===== config.mk =====
export PLATFORM = sky130hd
export DESIGN_NAME = stereo_downmix_linear_resampler_top
export DESIGN_NICKNAME = d
export VERILOG_FILES = /design/src/sv/sdlr_pkg.sv /design/src/sv/sdlr_front.sv /design/src/sv/sdlr_div.sv /design/src/sv/sdlr_back.sv /design/src/sv/stereo_downmix_linear_resampler_top.sv
export SDC_FILE = /design/constraint.sdc
export NUM_CORES = 2
export LEC_CHECK = 0
export BUFFER_PORTS_ARGS = -buffer_cell sky130_fd_sc_hd__buf_4
export CORE_MARGIN = 5
export CORE_UTILIZATION = 60
export CTS_CLUSTER_SIZE = 8
export DETAILED_ROUTE_END_ITERATION = 7
export PLACE_DENSITY_LB_ADDON = 0.25
export SLEW_MARGIN = 20
export SYNTH_ARGS = -nofsm -noshare
export SYNTH_HDL_FRONTEND = slang
export SYNTH_SLANG_ARGS = --single-unit

===== constraint.sdc =====
create_clock -name i_clk -period 13.8 [get_ports i_clk]
set_input_delay 1.38 -clock i_clk [delete_from_list [all_inputs] [get_ports i_clk]]
set_output_delay 1.38 -clock i_clk [all_outputs]
set_load 0.1 [all_outputs]

===== src/sv/sdlr_pkg.sv =====
`timescale 1ns / 1ps
package sdlr_pkg;

    localparam int SAMPLE_BITS = 24;
    localparam int RATE_W      = 18;
    localparam int CNT_W       = 32;
    localparam int KRO_W       = CNT_W + RATE_W;
    localparam int OIS_W       = 56;
    localparam int CMP_W       = OIS_W + 2;

    // register indices
    localparam logic [1:0] CFG_IN_RATE  = 2'd0;
    localparam logic [1:0] CFG_OUT_RATE = 2'd1;
    localparam logic [1:0] CFG_MIX      = 2'd2;
    localparam logic [1:0] CFG_CHANNELS = 2'd3;

    // mix modes
    localparam logic [1:0] MIX_MEAN  = 2'd0;
    localparam logic [1:0] MIX_LEFT  = 2'd1;
    localparam logic [1:0] MIX_RIGHT = 2'd2;

    localparam logic [1:0] CH_MONO = 2'd1;

    typedef struct packed {
        logic signed [SAMPLE_BITS-1:0] left_sample;
        logic signed [SAMPLE_BITS-1:0] right_sample;
        logic                          last_in;
    } t_in_item;

    typedef struct packed {
        logic signed [SAMPLE_BITS-1:0] mono_out;
        logic                          last_out;
        logic                          ratio_error;
    } t_out_item;

    typedef struct packed {
        logic signed [SAMPLE_BITS-1:0] x;
        logic                          last;
    } t_mono_item;

    typedef struct packed {
        logic [RATE_W-1:0] in_rate;
        logic [RATE_W-1:0] out_rate;
        logic [1:0]        mix_mode;
        logic [1:0]        channel_count;
    } t_cfg;

endpackage


===== src/sv/sdlr_front.sv =====
`timescale 1ns / 1ps
module sdlr_front
    import sdlr_pkg::*;
(
    input  logic       i_clk,
    input  logic       i_rst_n,
    input  t_cfg       i_cfg,
    input  logic       i_valid,
    output logic       o_stall,
    input  t_in_item   i_item,
    output logic       o_q_valid,
    input  logic       i_q_pop,
    output t_mono_item o_q_item
);

    t_mono_item            r_mem [2];
    logic                  r_wp, r_rp;
    logic [1:0]            r_fill;
    logic signed [SAMPLE_BITS:0]   w_sum;
    logic signed [SAMPLE_BITS-1:0] w_x;
    logic                  w_push, w_pop;

    // downmix
    always_comb begin
        w_sum = (SAMPLE_BITS+1)'(i_item.left_sample)
                + (SAMPLE_BITS+1)'(i_item.right_sample);
        if (i_cfg.channel_count == CH_MONO || i_cfg.mix_mode == MIX_LEFT) begin
            w_x = i_item.left_sample;
        end else if (i_cfg.mix_mode == MIX_RIGHT) begin
            w_x = i_item.right_sample;
        end else begin
            w_x = w_sum[SAMPLE_BITS:1];
        end
    end

    assign o_stall   = (r_fill == 2'd2);
    assign w_push    = i_valid && !o_stall;
    assign o_q_valid = (r_fill != 2'd0);
    assign w_pop     = i_q_pop && o_q_valid;
    assign o_q_item  = r_mem[r_rp];

    // two-entry queue to the back end
    always_ff @(posedge i_clk) begin
        if (!i_rst_n) begin
            r_wp   <= 1'b0;
            r_rp   <= 1'b0;
            r_fill <= 2'd0;
        end else begin
            if (w_push) begin
                r_wp <= ~r_wp;
            end
            if (w_pop) begin
                r_rp <= ~r_rp;
            end
            r_fill <= r_fill + 2'(w_push) - 2'(w_pop);
        end
        if (w_push) begin
            r_mem[r_wp].x    <= w_x;
            r_mem[r_wp].last <= i_item.last_in;
        end
    end

endmodule


===== src/sv/sdlr_div.sv =====
`timescale 1ns / 1ps
module sdlr_div
    import sdlr_pkg::*;
#(
    parameter int FRAC_BITS = 16
) (
    input  logic                 i_clk,
    input  logic                 i_rst_n,
    input  logic                 i_start,
    input  logic [RATE_W-1:0]    i_rem,
    input  logic [RATE_W-1:0]    i_div,
    output logic                 o_done,
    output logic [FRAC_BITS-1:0] o_quot
);

    localparam int CW = $clog2(FRAC_BITS + 1);

    logic              r_busy;
    logic [CW-1:0]     r_cnt;
    logic [RATE_W:0]   r_r;
    logic [RATE_W-1:0] r_d;
    logic [FRAC_BITS-1:0] r_q;
    logic [RATE_W:0]   w_t;
    logic              w_ge;

    assign w_t    = {r_r[RATE_W-1:0], 1'b0};
    assign w_ge   = (w_t >= {1'b0, r_d});
    assign o_done = r_busy && (r_cnt == CW'(0));
    assign o_quot = r_q;

    // restoring division, one quotient bit a cycle
    always_ff @(posedge i_clk) begin
        if (!i_rst_n) begin
            r_busy <= 1'b0;
            r_cnt  <= CW'(0);
        end else if (i_start) begin
            r_busy <= 1'b1;
            r_cnt  <= CW'(FRAC_BITS);
        end else if (r_busy) begin
            if (r_cnt == CW'(0)) begin
                r_busy <= 1'b0;
            end else begin
                r_cnt <= r_cnt - CW'(1);
            end
        end
        if (i_start) begin
            r_r <= {1'b0, i_rem};
            r_d <= i_div;
            r_q <= '0;
        end else if (r_busy && r_cnt != CW'(0)) begin
            r_r <= w_ge ? (w_t - {1'b0, r_d}) : w_t;
            r_q <= {r_q[FRAC_BITS-2:0], w_ge};
        end
    end

endmodule


===== src/sv/sdlr_back.sv =====
`timescale 1ns / 1ps
module sdlr_back
    import sdlr_pkg::*;
#(
    parameter int FRAC_BITS    = 16,
    parameter int MAX_UPSAMPLE = 16
) (
    input  logic       i_clk,
    input  logic       i_rst_n,
    input  t_cfg       i_cfg,
    input  logic       i_clear,
    input  logic       i_q_valid,
    output logic       o_q_pop,
    input  t_mono_item i_q_item,
    output logic       o_valid,
    input  logic       i_stall,
    output t_out_item  o_item
);

    localparam int MU_W = $clog2(MAX_UPSAMPLE + 1);
    localparam int PW   = RATE_W + MU_W;
    localparam int TW   = SAMPLE_BITS + FRAC_BITS + 2;

    typedef enum logic [3:0] {
        S_IDLE, S_CLASS, S_LOOP, S_DIV, S_MUL, S_SUM,
        S_FLUSH, S_AFTER, S_TAIL, S_FIN0, S_FIN1
    } t_state;

    t_state r_state;
    logic signed [SAMPLE_BITS-1:0] r_prev, r_x, r_v, r_hv, r_sv;
    logic [CNT_W-1:0] r_cnt;
    logic [KRO_W-1:0] r_kro, r_cro;
    logic [OIS_W-1:0] r_ois;
    logic r_hvl, r_svl, r_any, r_last, r_tail, r_e1;
    logic [FRAC_BITS-1:0] r_f;
    logic signed [TW-1:0] r_prod;
    logic      r_ov;
    t_out_item r_oitem;

    logic [RATE_W-1:0] w_ri, w_ro, w_rem;
    logic [PW-1:0]     w_mri;
    logic w_err, w_eq, w_free, w_sat, w_rel, w_e0, w_tail_go, w_div_start, w_div_done;
    logic [KRO_W-1:0] w_cro, w_base;
    logic [CNT_W-1:0] w_cnt_inc;
    logic [OIS_W-1:0] w_qri, w_hs, w_remf;
    logic [CMP_W-1:0] w_ri3, w_cro2, w_hs2;
    logic [FRAC_BITS-1:0] w_quot;
    logic signed [TW-1:0] w_t;

    // effective rates and frame class
    assign w_ri   = (i_cfg.in_rate  == '0) ? RATE_W'(1) : i_cfg.in_rate;
    assign w_ro   = (i_cfg.out_rate == '0) ? RATE_W'(1) : i_cfg.out_rate;
    assign w_mri  = PW'(w_ri) * PW'(MAX_UPSAMPLE);
    assign w_err  = (PW'(w_ro) > w_mri);
    assign w_eq   = (w_ri == w_ro);
    assign w_free = !r_ov || !i_stall;

    assign w_sat     = (r_cnt == '1);
    assign w_cnt_inc = w_sat ? r_cnt : r_cnt + CNT_W'(1);
    assign w_cro     = w_sat ? r_kro : r_kro + KRO_W'(w_ro);

    // position of the queue head, and its release test
    always_comb begin
        case ({r_svl, r_hvl})
            2'b11:   w_qri = OIS_W'({w_ri, 1'b0});
            2'b01,
            2'b10:   w_qri = OIS_W'(w_ri);
            default: w_qri = '0;
        endcase
    end
    assign w_hs   = r_ois - w_qri;
    assign w_hs2  = CMP_W'({w_hs, 1'b0});
    assign w_ri3  = CMP_W'(w_ri) + CMP_W'({w_ri, 1'b0});
    assign w_cro2 = CMP_W'({r_cro, 1'b0});
    assign w_rel  = (w_hs2 + w_ri3 <= w_cro2);
    assign w_e0   = r_hvl && (w_hs == '0 || w_hs2 + CMP_W'(w_ri) <= w_cro2);
    assign w_tail_go = !r_any ||
                       (CMP_W'({r_ois, 1'b0}) + CMP_W'(w_ri) <= w_cro2);

    // interpolation remainder
    assign w_base = r_kro - KRO_W'(w_ro);
    assign w_remf = (r_ois >= OIS_W'(w_base)) ? r_ois - OIS_W'(w_base) : '0;
    assign w_rem  = w_remf[RATE_W-1:0];
    assign w_div_start = (r_state == S_LOOP) && (r_cnt != '0) &&
                         (OIS_W'(r_kro) > r_ois);

    sdlr_div #(.FRAC_BITS(FRAC_BITS)) u_div (
        .i_clk   (i_clk),
        .i_rst_n (i_rst_n),
        .i_start (w_div_start),
        .i_rem   (w_rem),
        .i_div   (w_ro),
        .o_done  (w_div_done),
        .o_quot  (w_quot)
    );

    assign w_t = (TW'(r_prev) <<< FRAC_BITS) + r_prod + (TW'(1) <<< (FRAC_BITS - 1));

    assign o_q_pop = (r_state == S_IDLE) && i_q_valid;
    assign o_valid = r_ov;
    assign o_item  = r_oitem;

    // sequencer
    always_ff @(posedge i_clk) begin
        if (!i_rst_n) begin
            r_state <= S_IDLE;
            r_ov    <= 1'b0;
            r_prev  <= '0;
            r_cnt   <= '0;
            r_kro   <= '0;
            r_ois   <= '0;
            r_hvl   <= 1'b0;
            r_svl   <= 1'b0;
            r_any   <= 1'b0;
        end else begin
            if (!i_stall) begin
                r_ov <= 1'b0;
            end
            unique case (r_state)
                S_IDLE: begin
                    if (i_clear) begin
                        r_prev <= '0;
                        r_cnt  <= '0;
                        r_kro  <= '0;
                        r_ois  <= '0;
                        r_hvl  <= 1'b0;
                        r_svl  <= 1'b0;
                        r_any  <= 1'b0;
                    end else if (i_q_valid) begin
                        r_x     <= i_q_item.x;
                        r_last  <= i_q_item.last;
                        r_state <= S_CLASS;
                    end
                end
                S_CLASS: begin
                    r_cro <= w_cro;
                    if (w_err || w_eq) begin
                        if (w_free) begin
                            r_ov                <= 1'b1;
                            r_oitem.mono_out    <= w_err ? '0 : r_x;
                            r_oitem.last_out    <= r_last;
                            r_oitem.ratio_error <= w_err;
                            if (r_last) begin
                                r_prev <= '0;
                                r_cnt  <= '0;
                                r_kro  <= '0;
                                r_ois  <= '0;
                                r_hvl  <= 1'b0;
                                r_svl  <= 1'b0;
                                r_any  <= 1'b0;
                            end else if (!w_err) begin
                                r_prev <= r_x;
                                r_cnt  <= w_cnt_inc;
                                r_kro  <= w_cro;
                            end
                            r_state <= S_IDLE;
                        end
                    end else begin
                        r_state <= S_LOOP;
                    end
                end
                S_LOOP: begin
                    r_state <= w_div_start ? S_DIV : S_AFTER;
                end
                S_DIV: begin
                    if (w_div_done) begin
                        r_f     <= w_quot;
                        r_state <= S_MUL;
                    end
                end
                S_MUL: begin
                    r_prod  <= TW'((SAMPLE_BITS+1)'(r_x) - (SAMPLE_BITS+1)'(r_prev))
                               * TW'({1'b0, r_f});
                    r_state <= S_SUM;
                end
                S_SUM: begin
                    r_v     <= w_t[FRAC_BITS +: SAMPLE_BITS];
                    r_tail  <= 1'b0;
                    r_state <= S_FLUSH;
                end
                // release ready outputs, then add one computed output to the hold queue, emitting the head when full
                S_FLUSH: begin
                    if (r_hvl && w_rel) begin
                        if (w_free) begin
                            r_ov    <= 1'b1;
                            r_oitem <= '{mono_out: r_hv, last_out: 1'b0, ratio_error: 1'b0};
                            r_hv    <= r_sv;
                            r_hvl   <= r_svl;
                            r_svl   <= 1'b0;
                        end
                    end else if (r_svl) begin
                        if (w_free) begin
                            r_ov    <= 1'b1;
                            r_oitem <= '{mono_out: r_hv, last_out: 1'b0, ratio_error: 1'b0};
                            r_hv    <= r_sv;
                            r_sv    <= r_v;
                            r_ois   <= r_ois + OIS_W'(w_ri);
                            r_any   <= 1'b1;
                            r_state <= r_tail ? S_TAIL : S_LOOP;
                        end
                    end else begin
                        if (r_hvl) begin
                            r_sv  <= r_v;
                            r_svl <= 1'b1;
                        end else begin
                            r_hv  <= r_v;
                            r_hvl <= 1'b1;
                        end
                        r_ois   <= r_ois + OIS_W'(w_ri);
                        r_any   <= 1'b1;
                        r_state <= r_tail ? S_TAIL : S_LOOP;
                    end
                end
                S_AFTER: begin
                    if (r_last) begin
                        r_state <= S_TAIL;
                    end else if (r_hvl && w_rel) begin
                        if (w_free) begin
                            r_ov    <= 1'b1;
                            r_oitem <= '{mono_out: r_hv, last_out: 1'b0, ratio_error: 1'b0};
                            r_hv    <= r_sv;
                            r_hvl   <= r_svl;
                            r_svl   <= 1'b0;
                        end
                    end else begin
                        r_prev  <= r_x;
                        r_cnt   <= w_cnt_inc;
                        r_kro   <= r_cro;
                        r_state <= S_IDLE;
                    end
                end
                // tail outputs repeat the last sample
                S_TAIL: begin
                    if (w_tail_go) begin
                        r_v     <= r_x;
                        r_tail  <= 1'b1;
                        r_state <= S_FLUSH;
                    end else begin
                        r_state <= S_FIN0;
                    end
                end
                S_FIN0: begin
                    if (w_e0) begin
                        if (w_free) begin
                            r_ov    <= 1'b1;
                            r_oitem <= '{mono_out: r_hv, last_out: !(r_svl && w_rel),
                                         ratio_error: 1'b0};
                            r_e1    <= r_svl && w_rel;
                            r_state <= S_FIN1;
                        end
                    end else begin
                        r_e1    <= r_svl && w_rel;
                        r_state <= S_FIN1;
                    end
                end
                S_FIN1: begin
                    if (!r_e1 || w_free) begin
                        if (r_e1) begin
                            r_ov    <= 1'b1;
                            r_oitem <= '{mono_out: r_sv, last_out: 1'b1, ratio_error: 1'b0};
                        end
                        r_prev  <= '0;
                        r_cnt   <= '0;
                        r_kro   <= '0;
                        r_ois   <= '0;
                        r_hvl   <= 1'b0;
                        r_svl   <= 1'b0;
                        r_any   <= 1'b0;
                        r_state <= S_IDLE;
                    end
                end
                default: r_state <= S_IDLE;
            endcase
        end
    end

endmodule


===== src/sv/stereo_downmix_linear_resampler_top.sv =====
`timescale 1ns / 1ps
// An accepted frame is written into the front queue; the back end takes it when
// idle, and a pass-through or ratio-error result is registered in S_CLASS. Each
// interpolated output passes S_LOOP, S_DIV (serial fraction divider), S_MUL,
// S_SUM and S_FLUSH, each tail output S_TAIL and S_FLUSH, waiting while stalled.
// The back end handles one frame at a time, with two frames queued in front.
// Reset: synchronous active-low; registers return to 44100 Hz, mean, stereo.
module stereo_downmix_linear_resampler_top
    import sdlr_pkg::*;
#(
    parameter int FRAC_BITS    = 16,
    parameter int MAX_UPSAMPLE = 16
) (
    input  logic              i_clk,
    input  logic              i_rst_n,
    input  logic              i_in_valid,
    output logic              o_in_stall,
    input  t_in_item          i_in_item,
    output logic              o_out_valid,
    input  logic              i_out_stall,
    output t_out_item         o_out_item,
    input  logic              i_cfg_valid,
    output logic              o_cfg_ready,
    input  logic [1:0]        i_cfg_index,
    input  logic [RATE_W-1:0] i_cfg_data
);

    t_cfg       r_cfg;
    logic       r_clear;
    logic       w_wr, w_q_valid, w_q_pop;
    t_mono_item w_q_item;

    assign o_cfg_ready = 1'b1;
    assign w_wr        = i_cfg_valid && o_cfg_ready;

    // configuration registers; a rate write clears the stream state if the back end is idle
    always_ff @(posedge i_clk) begin
        if (!i_rst_n) begin
            r_cfg.in_rate       <= RATE_W'(44100);
            r_cfg.out_rate      <= RATE_W'(44100);
            r_cfg.mix_mode      <= MIX_MEAN;
            r_cfg.channel_count <= 2'd2;
            r_clear             <= 1'b0;
        end else begin
            r_clear <= 1'b0;
            if (w_wr) begin
                unique case (i_cfg_index)
                    CFG_IN_RATE: begin
                        r_cfg.in_rate <= i_cfg_data;
                        r_clear       <= 1'b1;
                    end
                    CFG_OUT_RATE: begin
                        r_cfg.out_rate <= i_cfg_data;
                        r_clear        <= 1'b1;
                    end
                    CFG_MIX:      r_cfg.mix_mode      <= i_cfg_data[1:0];
                    CFG_CHANNELS: r_cfg.channel_count <= i_cfg_data[1:0];
                    default:      r_clear             <= 1'b0;
                endcase
            end
        end
    end

    sdlr_front u_front (
        .i_clk     (i_clk),
        .i_rst_n   (i_rst_n),
        .i_cfg     (r_cfg),
        .i_valid   (i_in_valid),
        .o_stall   (o_in_stall),
        .i_item    (i_in_item),
        .o_q_valid (w_q_valid),
        .i_q_pop   (w_q_pop),
        .o_q_item  (w_q_item)
    );

    sdlr_back #(
        .FRAC_BITS    (FRAC_BITS),
        .MAX_UPSAMPLE (MAX_UPSAMPLE)
    ) u_back (
        .i_clk     (i_clk),
        .i_rst_n   (i_rst_n),
        .i_cfg     (r_cfg),
        .i_clear   (r_clear),
        .i_q_valid (w_q_valid),
        .o_q_pop   (w_q_pop),
        .i_q_item  (w_q_item),
        .o_valid   (o_out_valid),
        .i_stall   (i_out_stall),
        .o_item    (o_out_item)
    );

endmodule


-- After elaboration in Yosys (flattened, before gate mapping)
Memories as Yosys holds them, arrays and structs flattened. A register that Yosys moved wholly into a read port is not among the register bits.
Index checks and enable logic that the tools add are counted.
- input bits: 74
- output and inout bits: 29
- memories kept: 1
- bits in registers: 479
- word-level logic and storage cells: 315
- RAM bits: 50
- memories (memory ; words ; bits a word ; read ports ; clocked after Yosys merged registers in ; write ports ; RTL line ; RTL):
    u_front.r_mem ; 2 ; 25 ; 1 ; 1 ; 1 ; sdlr_front.sv:16 ; t_mono_item r_mem [2];
- order comparisons: 7
- add/sub/neg operators: 18
- multiply operators: 1
- equal/unequal tests: 49
- reductions and logical operators: 64
- bitwise gates (word level): 6
- muxes and demuxes: 135
- operators with widths (cell ; number):
    24-bit two-way mux ; 21
    50-bit two-way mux ; 9
    56-bit two-way mux ; 8
    32-bit two-way mux ; 9
    26-bit two-way mux ; 11
    56-bit one-hot mux with 4 select lines ; 1
    50-bit one-hot mux with 4 select lines ; 1
    58-bit by 51-bit <= comparator with 1-bit output ; 3
    26-bit one-hot mux with 5 select lines ; 1
    32-bit one-hot mux with 4 select lines ; 1
    57-bit by 18-bit adder with 58-bit output ; 2
    18-bit two-way mux ; 6
    24-bit one-hot mux with 2 select lines ; 2
    24-bit one-hot mux with 4 select lines ; 1
    4-bit two-way mux ; 15
    57-bit by 58-bit adder with 58-bit output ; 1
    56-bit by 18-bit adder with 56-bit output ; 1
    56-bit by 50-bit >= comparator with 1-bit output ; 1
    50-bit by 56-bit greater-than comparator with 1-bit output ; 1
    56-bit zero test ; 1
    56-bit by 19-bit subtractor with 56-bit output ; 1
    50-bit by 18-bit adder with 50-bit output ; 1
    50-bit by 18-bit subtractor with 50-bit output ; 1
    4-bit one-hot mux with 11 select lines ; 1
    other kinds (54) ; 180

-- Depth between registers and ports, before layout
- depth after elaboration: 11
- depth in mapped cells: 50
- depth with buffers taken out: 45

-- By module
A second synthesis with hierarchy kept.
- cells, all modules: 6780
- area total of the unflattened synthesis: 58922.8 µm²
- modules (own cells, without submodules) (module ; area an instance (µm²) ; seq. area each (µm²) ; cells an instance ; times used):
    sdlr_back ; 50115.6 ; 9889.5 ; 5891 ; 1
    sdlr_front ; 3788.6 ; 1601.5 ; 376 ; 1
    sdlr_div ; 3409.5 ; 1521.5 ; 354 ; 1
    stereo_downmix_linear_resampler_top ; 1609.0 ; 820.8 ; 159 ; 1

-- Worst setup path before layout
OpenSTA, ideal clock, no wires.
- path kind: reg2reg
- from: register r_cfg[38] (netlist bit)
- to: register u_back.r_hv[0], enable pin
- required time: 13.350 ns
- stages on the path, launching flop included: 50
- path buffers: 4
- clock period less this slack: 11.045 ns
- slack: 2.755 ns
- arrival: 10.595 ns
- library setup time: 0.450 ns
- cell sequence: dfxtp_1 > inv_1 > ha_1 > nor4b_1 > and3_1 > or2_2 > clkbuf_1 > ha_1 > fa_1 > a21o_1 > a21oi_1 > o21bai_1 > a21oi_1 > o21bai_1 > a21oi_1 > o21bai_1 > a21oi_1 > o21ai_0 > [14 not listed] > nand2_1 > xor2_1 > ha_1 > nand4_1 > nor2_1 > nand2_1 > or2_2 > nor4_1 > nand3_1 > o21ai_0 > and4_1 > a32oi_1 > or4_1 > buf_2 > buf_2 > o21ai_0 > nand2_1 > a311oi_1
- word-level cells in the longest chain between the ends: 9
- elaborated cells on any way between the ends: 11
- classes of those cells: add/sub: 3; order compare: 1; eq/ne: 2; mux: 2; reduce/logical: 3
- ends and longest elaborated chain (item ; RTL line ; RTL):
    start: declaration ; stereo_downmix_linear_resampler_top.sv:28 ; t_cfg r_cfg;
    18-bit zero test ; sdlr_back.sv:51 ; assign w_ri = (i_cfg.in_rate == '0) ? RATE_W'(1) : i_cfg.in_rate;
    18-bit two-way mux * ; sdlr_back.sv:51 ;
    19-bit one-hot mux with 2 select lines ; sdlr_back.sv:64 ; case ({r_svl, r_hvl})
    56-bit by 19-bit subtractor with 56-bit output ; sdlr_back.sv:71 ; assign w_hs = r_ois - w_qri;
    57-bit by 58-bit adder with 58-bit output * ; sdlr_back.sv:75 ; assign w_rel = (w_hs2 + w_ri3 <= w_cro2);
    58-bit by 51-bit <= comparator with 1-bit output * ; sdlr_back.sv:75 ;
    1-bit logical AND * ; sdlr_back.sv:183, sdlr_back.sv:217 ;
    4-bit != test (no line) / 2-bit by 1-bit != test with 1-bit output (equally long branches) ; n/a ;
    5-bit AND reduction (no line) * ; n/a ;
    end signal: assignment ; sdlr_back.sv:187 ; r_hv <= r_sv;
    end signal: assignment ; sdlr_back.sv:195 ; r_hv <= r_sv;
    end signal: assignment ; sdlr_back.sv:221 ; r_hv <= r_sv;
    end: declaration ; sdlr_back.sv:30 ; logic signed [SAMPLE_BITS-1:0] r_prev, r_x, r_v, r_hv, r_sv;
Every way passes the cells marked *; elsewhere a longest branch is shown, timed or not.
A chain may end at the register's enable or synchronous reset.

-- Worst setup path in the final report
- from: register r_cfg[24] (netlist bit)
- to: register u_back.r_kro[28]
- word-level cells in the longest chain between the ends: 9
- elaborated cells on any way between the ends: 15
- classes of those cells: add/sub: 3; order compare: 2; eq/ne: 4; mux: 2; reduce/logical: 4
- ends and longest elaborated chain (item ; RTL line ; RTL):
    18-bit zero test ; sdlr_back.sv:51 ;
    18-bit two-way mux * ; sdlr_back.sv:51 ;
    19-bit one-hot mux with 2 select lines ; sdlr_back.sv:64 ;
    56-bit by 19-bit subtractor with 56-bit output ; sdlr_back.sv:71 ;
    57-bit by 58-bit adder with 58-bit output ; sdlr_back.sv:75 ;
    58-bit by 51-bit <= comparator with 1-bit output ; sdlr_back.sv:75 ;
    1-bit logical AND ; sdlr_back.sv:217 ; end else if (r_hvl && w_rel) begin
    2-bit != test (no line) ; n/a ;
    8-bit AND reduction (no line) * ; n/a ;
    end signal: assignment ; sdlr_back.sv:154 ; r_kro <= w_cro;
    end signal: assignment ; sdlr_back.sv:228 ; r_kro <= r_cro;
    end: declaration ; sdlr_back.sv:32 ; logic [KRO_W-1:0] r_kro, r_cro;
Marks and branches as above.

==> results.sh <==
export IMPL_post_route_period_util_pct=83.5
export IMPL_worst_setup_path_end_kind="flop"
export IMPL_place_congestion=1.02
export IMPL_synth_fp_nets=7743
export IMPL_hold_path_depth=0
export IMPL_cp_arrival_ns=12.03
export IMPL_whs_ns=0.417
export IMPL_drv_slew=0
export IMPL_grt_pass1_wl_mm=287
export IMPL_cts_tree="yes"
export IMPL_critical_path_class="reg -> reg"
export IMPL_antenna_found_initial=3
export IMPL_cts_setup_buffers=0
export IMPL_start_util_pct=60.6
export IMPL_crit_slowest_cell="buf_4"
export IMPL_crit_top_cell="a21oi_1"
export IMPL_row_count=113
export IMPL_hold_buffers=0
export IMPL_ys_ff_latch=539
export IMPL_startpoint_type="flop"
export IMPL_cts_resized=0
export IMPL_synth_edf_count=302
export IMPL_via_count=50700
export IMPL_grt_start_max_net_pins=82
export IMPL_grt_ovfl_total=0
export IMPL_async_reset_ff_share_pct=0
export IMPL_place_hpwl_mm=144
export IMPL_holdPathEnd="u_back.r_f[4]"
export IMPL_syn2layout_area_growth_pct=7.28
export IMPL_cp_max_fo=81
export IMPL_pin_count=103
export IMPL_die_w_microns=320
export IMPL_yosysMostFrequentCell="nand2_1"
export IMPL_status="finished, violations left"
export IMPL_cp_required_ns=14.31
export IMPL_numCtsBuffers=78
export IMPL_hp_start="u_back.u_div.o_quot[4]"
export IMPL_yosys_area_top_type_share_pct=15.7
export IMPL_period_minus_slack_ns=11.52
export IMPL_first_iter_violations=4715
export IMPL_route_detailed_drc=2
export IMPL_max_clock_freq_ghz=0.0868
export IMPL_grt_pass1_vias=50800
export IMPL_clock_latency_ns=0.66
export IMPL_cts_sinks=539
export IMPL_cp_depth=48
export IMPL_ys_seq_area_share_pct=24.0
export IMPL_setup_violations_final=0
export IMPL_tightest_slew_ns=1.17
export IMPL_drive_above_1_share_pct=6.41
export IMPL_critical_path_top_delay_family="compound AO/OA/AOI/OAI gates"
export IMPL_synth_top_cell_by_area="edfxtp_1"
export IMPL_dieArea_sq_um=102000
export IMPL_seq_area_sq_um=13800
export IMPL_maxCapViolCount=0
export IMPL_clk_pin_slew_ns=0.05
export IMPL_portBuffers=101
export IMPL_multi_input_area_sq_um=40100
export IMPL_syn_cell_area_sq_um=57600
export IMPL_hold_viol_final=0
export IMPL_antennaDiodeCount=0
export IMPL_syn_area_per_cell_sq_um=8.60
export IMPL_synth_cell_type_count=99
export IMPL_die_h_microns=320
export IMPL_rsz0062_at_grt="no"
export IMPL_reg2reg_to="u_back.r_kro[28]"
export IMPL_synth_warnings=0
export IMPL_h_tree_depth=3
export IMPL_wl_mm=187
export IMPL_cts_buffer_depth=3
export IMPL_via_per_inst=6.37
export IMPL_core_sq_um=95200
export IMPL_max_stage_delay_ns=0.78
export IMPL_final_nets=7685
export IMPL_reg2reg_from="r_cfg[24]"
export IMPL_nFillCells=7950
export IMPL_failed_checks="DRC"
export IMPL_ff2ff_setup_slack_ns=2.28
export IMPL_synthFlopType="edfxtp_1"
export IMPL_clock_skew_ns=0.0798
export IMPL_grt_use_total_pct=35.5
export IMPL_drt_wirelength_per_cell_microns=23.5
export IMPL_min_path_type="reg -> reg"
export IMPL_netlist_instances=6700
export IMPL_worst_r2r_cell_count=48
export IMPL_ant_nets=0
export IMPL_dr_pass1_iters=8
export IMPL_setup_tns_ns=0
export IMPL_slew_headroom_pct=20.1
export IMPL_cp_num_buf_inv=4
export IMPL_root_buffer="clkbuf_16"
export IMPL_synth_area_leaders="edfxtp_1 16%, fa_1 14%, ha_1 12%"
export IMPL_synth_top_cells_by_count="777 x nand2_1, 680 x inv_1, 575 x ha_1"
-- area by class of cell --
class | instances | share of cell area, %
sequential | 539 | 22.3
multi-input combinational | 5139 | 64.8
inverter | 687 | 4.17
timing repair buffer | 197 | 2.39
tap | 1265 | 2.56
clock buffer | 121 | 3.47
clock inverter | 9 | 0.267
-- cell usage in the layout (no fill, tap or decap), types with 166 or more instances in the layout --
master and n:
nor2_1 397, nor3_1 166, a21oi_1 367, o21ai_0 305, xnor2_1 331, nand3_1 178
inv_1 680, fa_1 394, buf_4 197, ha_1 575, edfxtp_1 302, dfxtp_1 237
nand2_1 777
-- worst max-delay path by stage --
stage	from	slack [ns]	end
finish	r_cfg[24]	2.28	u_back.r_kro[28]
global route	u_back.r_x[2]	1.51	u_back.r_prod[39]
CTS	u_back.r_x[0]	2.25	u_back.r_prod[39]
detailed placement	u_back.r_x[0]	2.46	u_back.r_prod[39]
global placement	u_back.r_x[0]	2.39	u_back.r_prod[39]
floorplan	r_cfg[38]	2.75	u_back.r_hv[0]
-- metal layers --
metal	GRT usage, %	part of all wire, %	vias to the layer above
met5	0	0.0070	-
met4	19.3	6.4	2
met3	5.17	8.3	633
met2	60.1	47	2451
met1	43.9	38	24400
li1	-	-	23200
-- per-stage QoR --
step           worst slack, ns  util, %  instance area [sq um]  cells
2_1_floorplan             2.75        -                  57600   6700
6_report                  2.28     65.0                  61800   7957
3_5_place_dp              2.46     62.6                  59500   7827
5_1_grt                   1.51     65.0                  61800   7957
3_3_place_gp              2.39     62.6                  59500   7827
4_1_cts                   2.25     65.0                  61800   7957
-- registers in the layout, indices dropped and copies added (netlist names), 2 cells and up --
register / flops
u_back.o_item: 26
u_back.r_cro: 50
u_front.r_fill: 2
u_back.r_prev: 24
u_back.u_div.o_quot: 16
u_back.u_div.r_d: 18
u_back.u_div.r_cnt: 5
u_back.r_sv: 24
u_back.r_hv: 24
u_back.r_x: 24
u_back.r_v: 24
u_back.r_state: 4
u_back.r_prod: 25
u_back.u_div.r_r: 18
u_back.r_ois: 56
u_front.r_mem: 50
u_back.r_cnt: 32
r_cfg: 40
u_back.r_kro: 50
u_back.r_f: 16
-- kinds of logic after synthesis --
family          synth area share [%]
xor+xnor                        6.88
compound gates                  15.6
buf+inv                         6.77
flops                           24.0
mux                             1.68
other cells                  0.00651
simple gates                    18.9
fa+ha+maj                       26.2
Power is not shown: default switching activity piles up to over one toggle a cycle in this logic, so the estimate is an artifact.
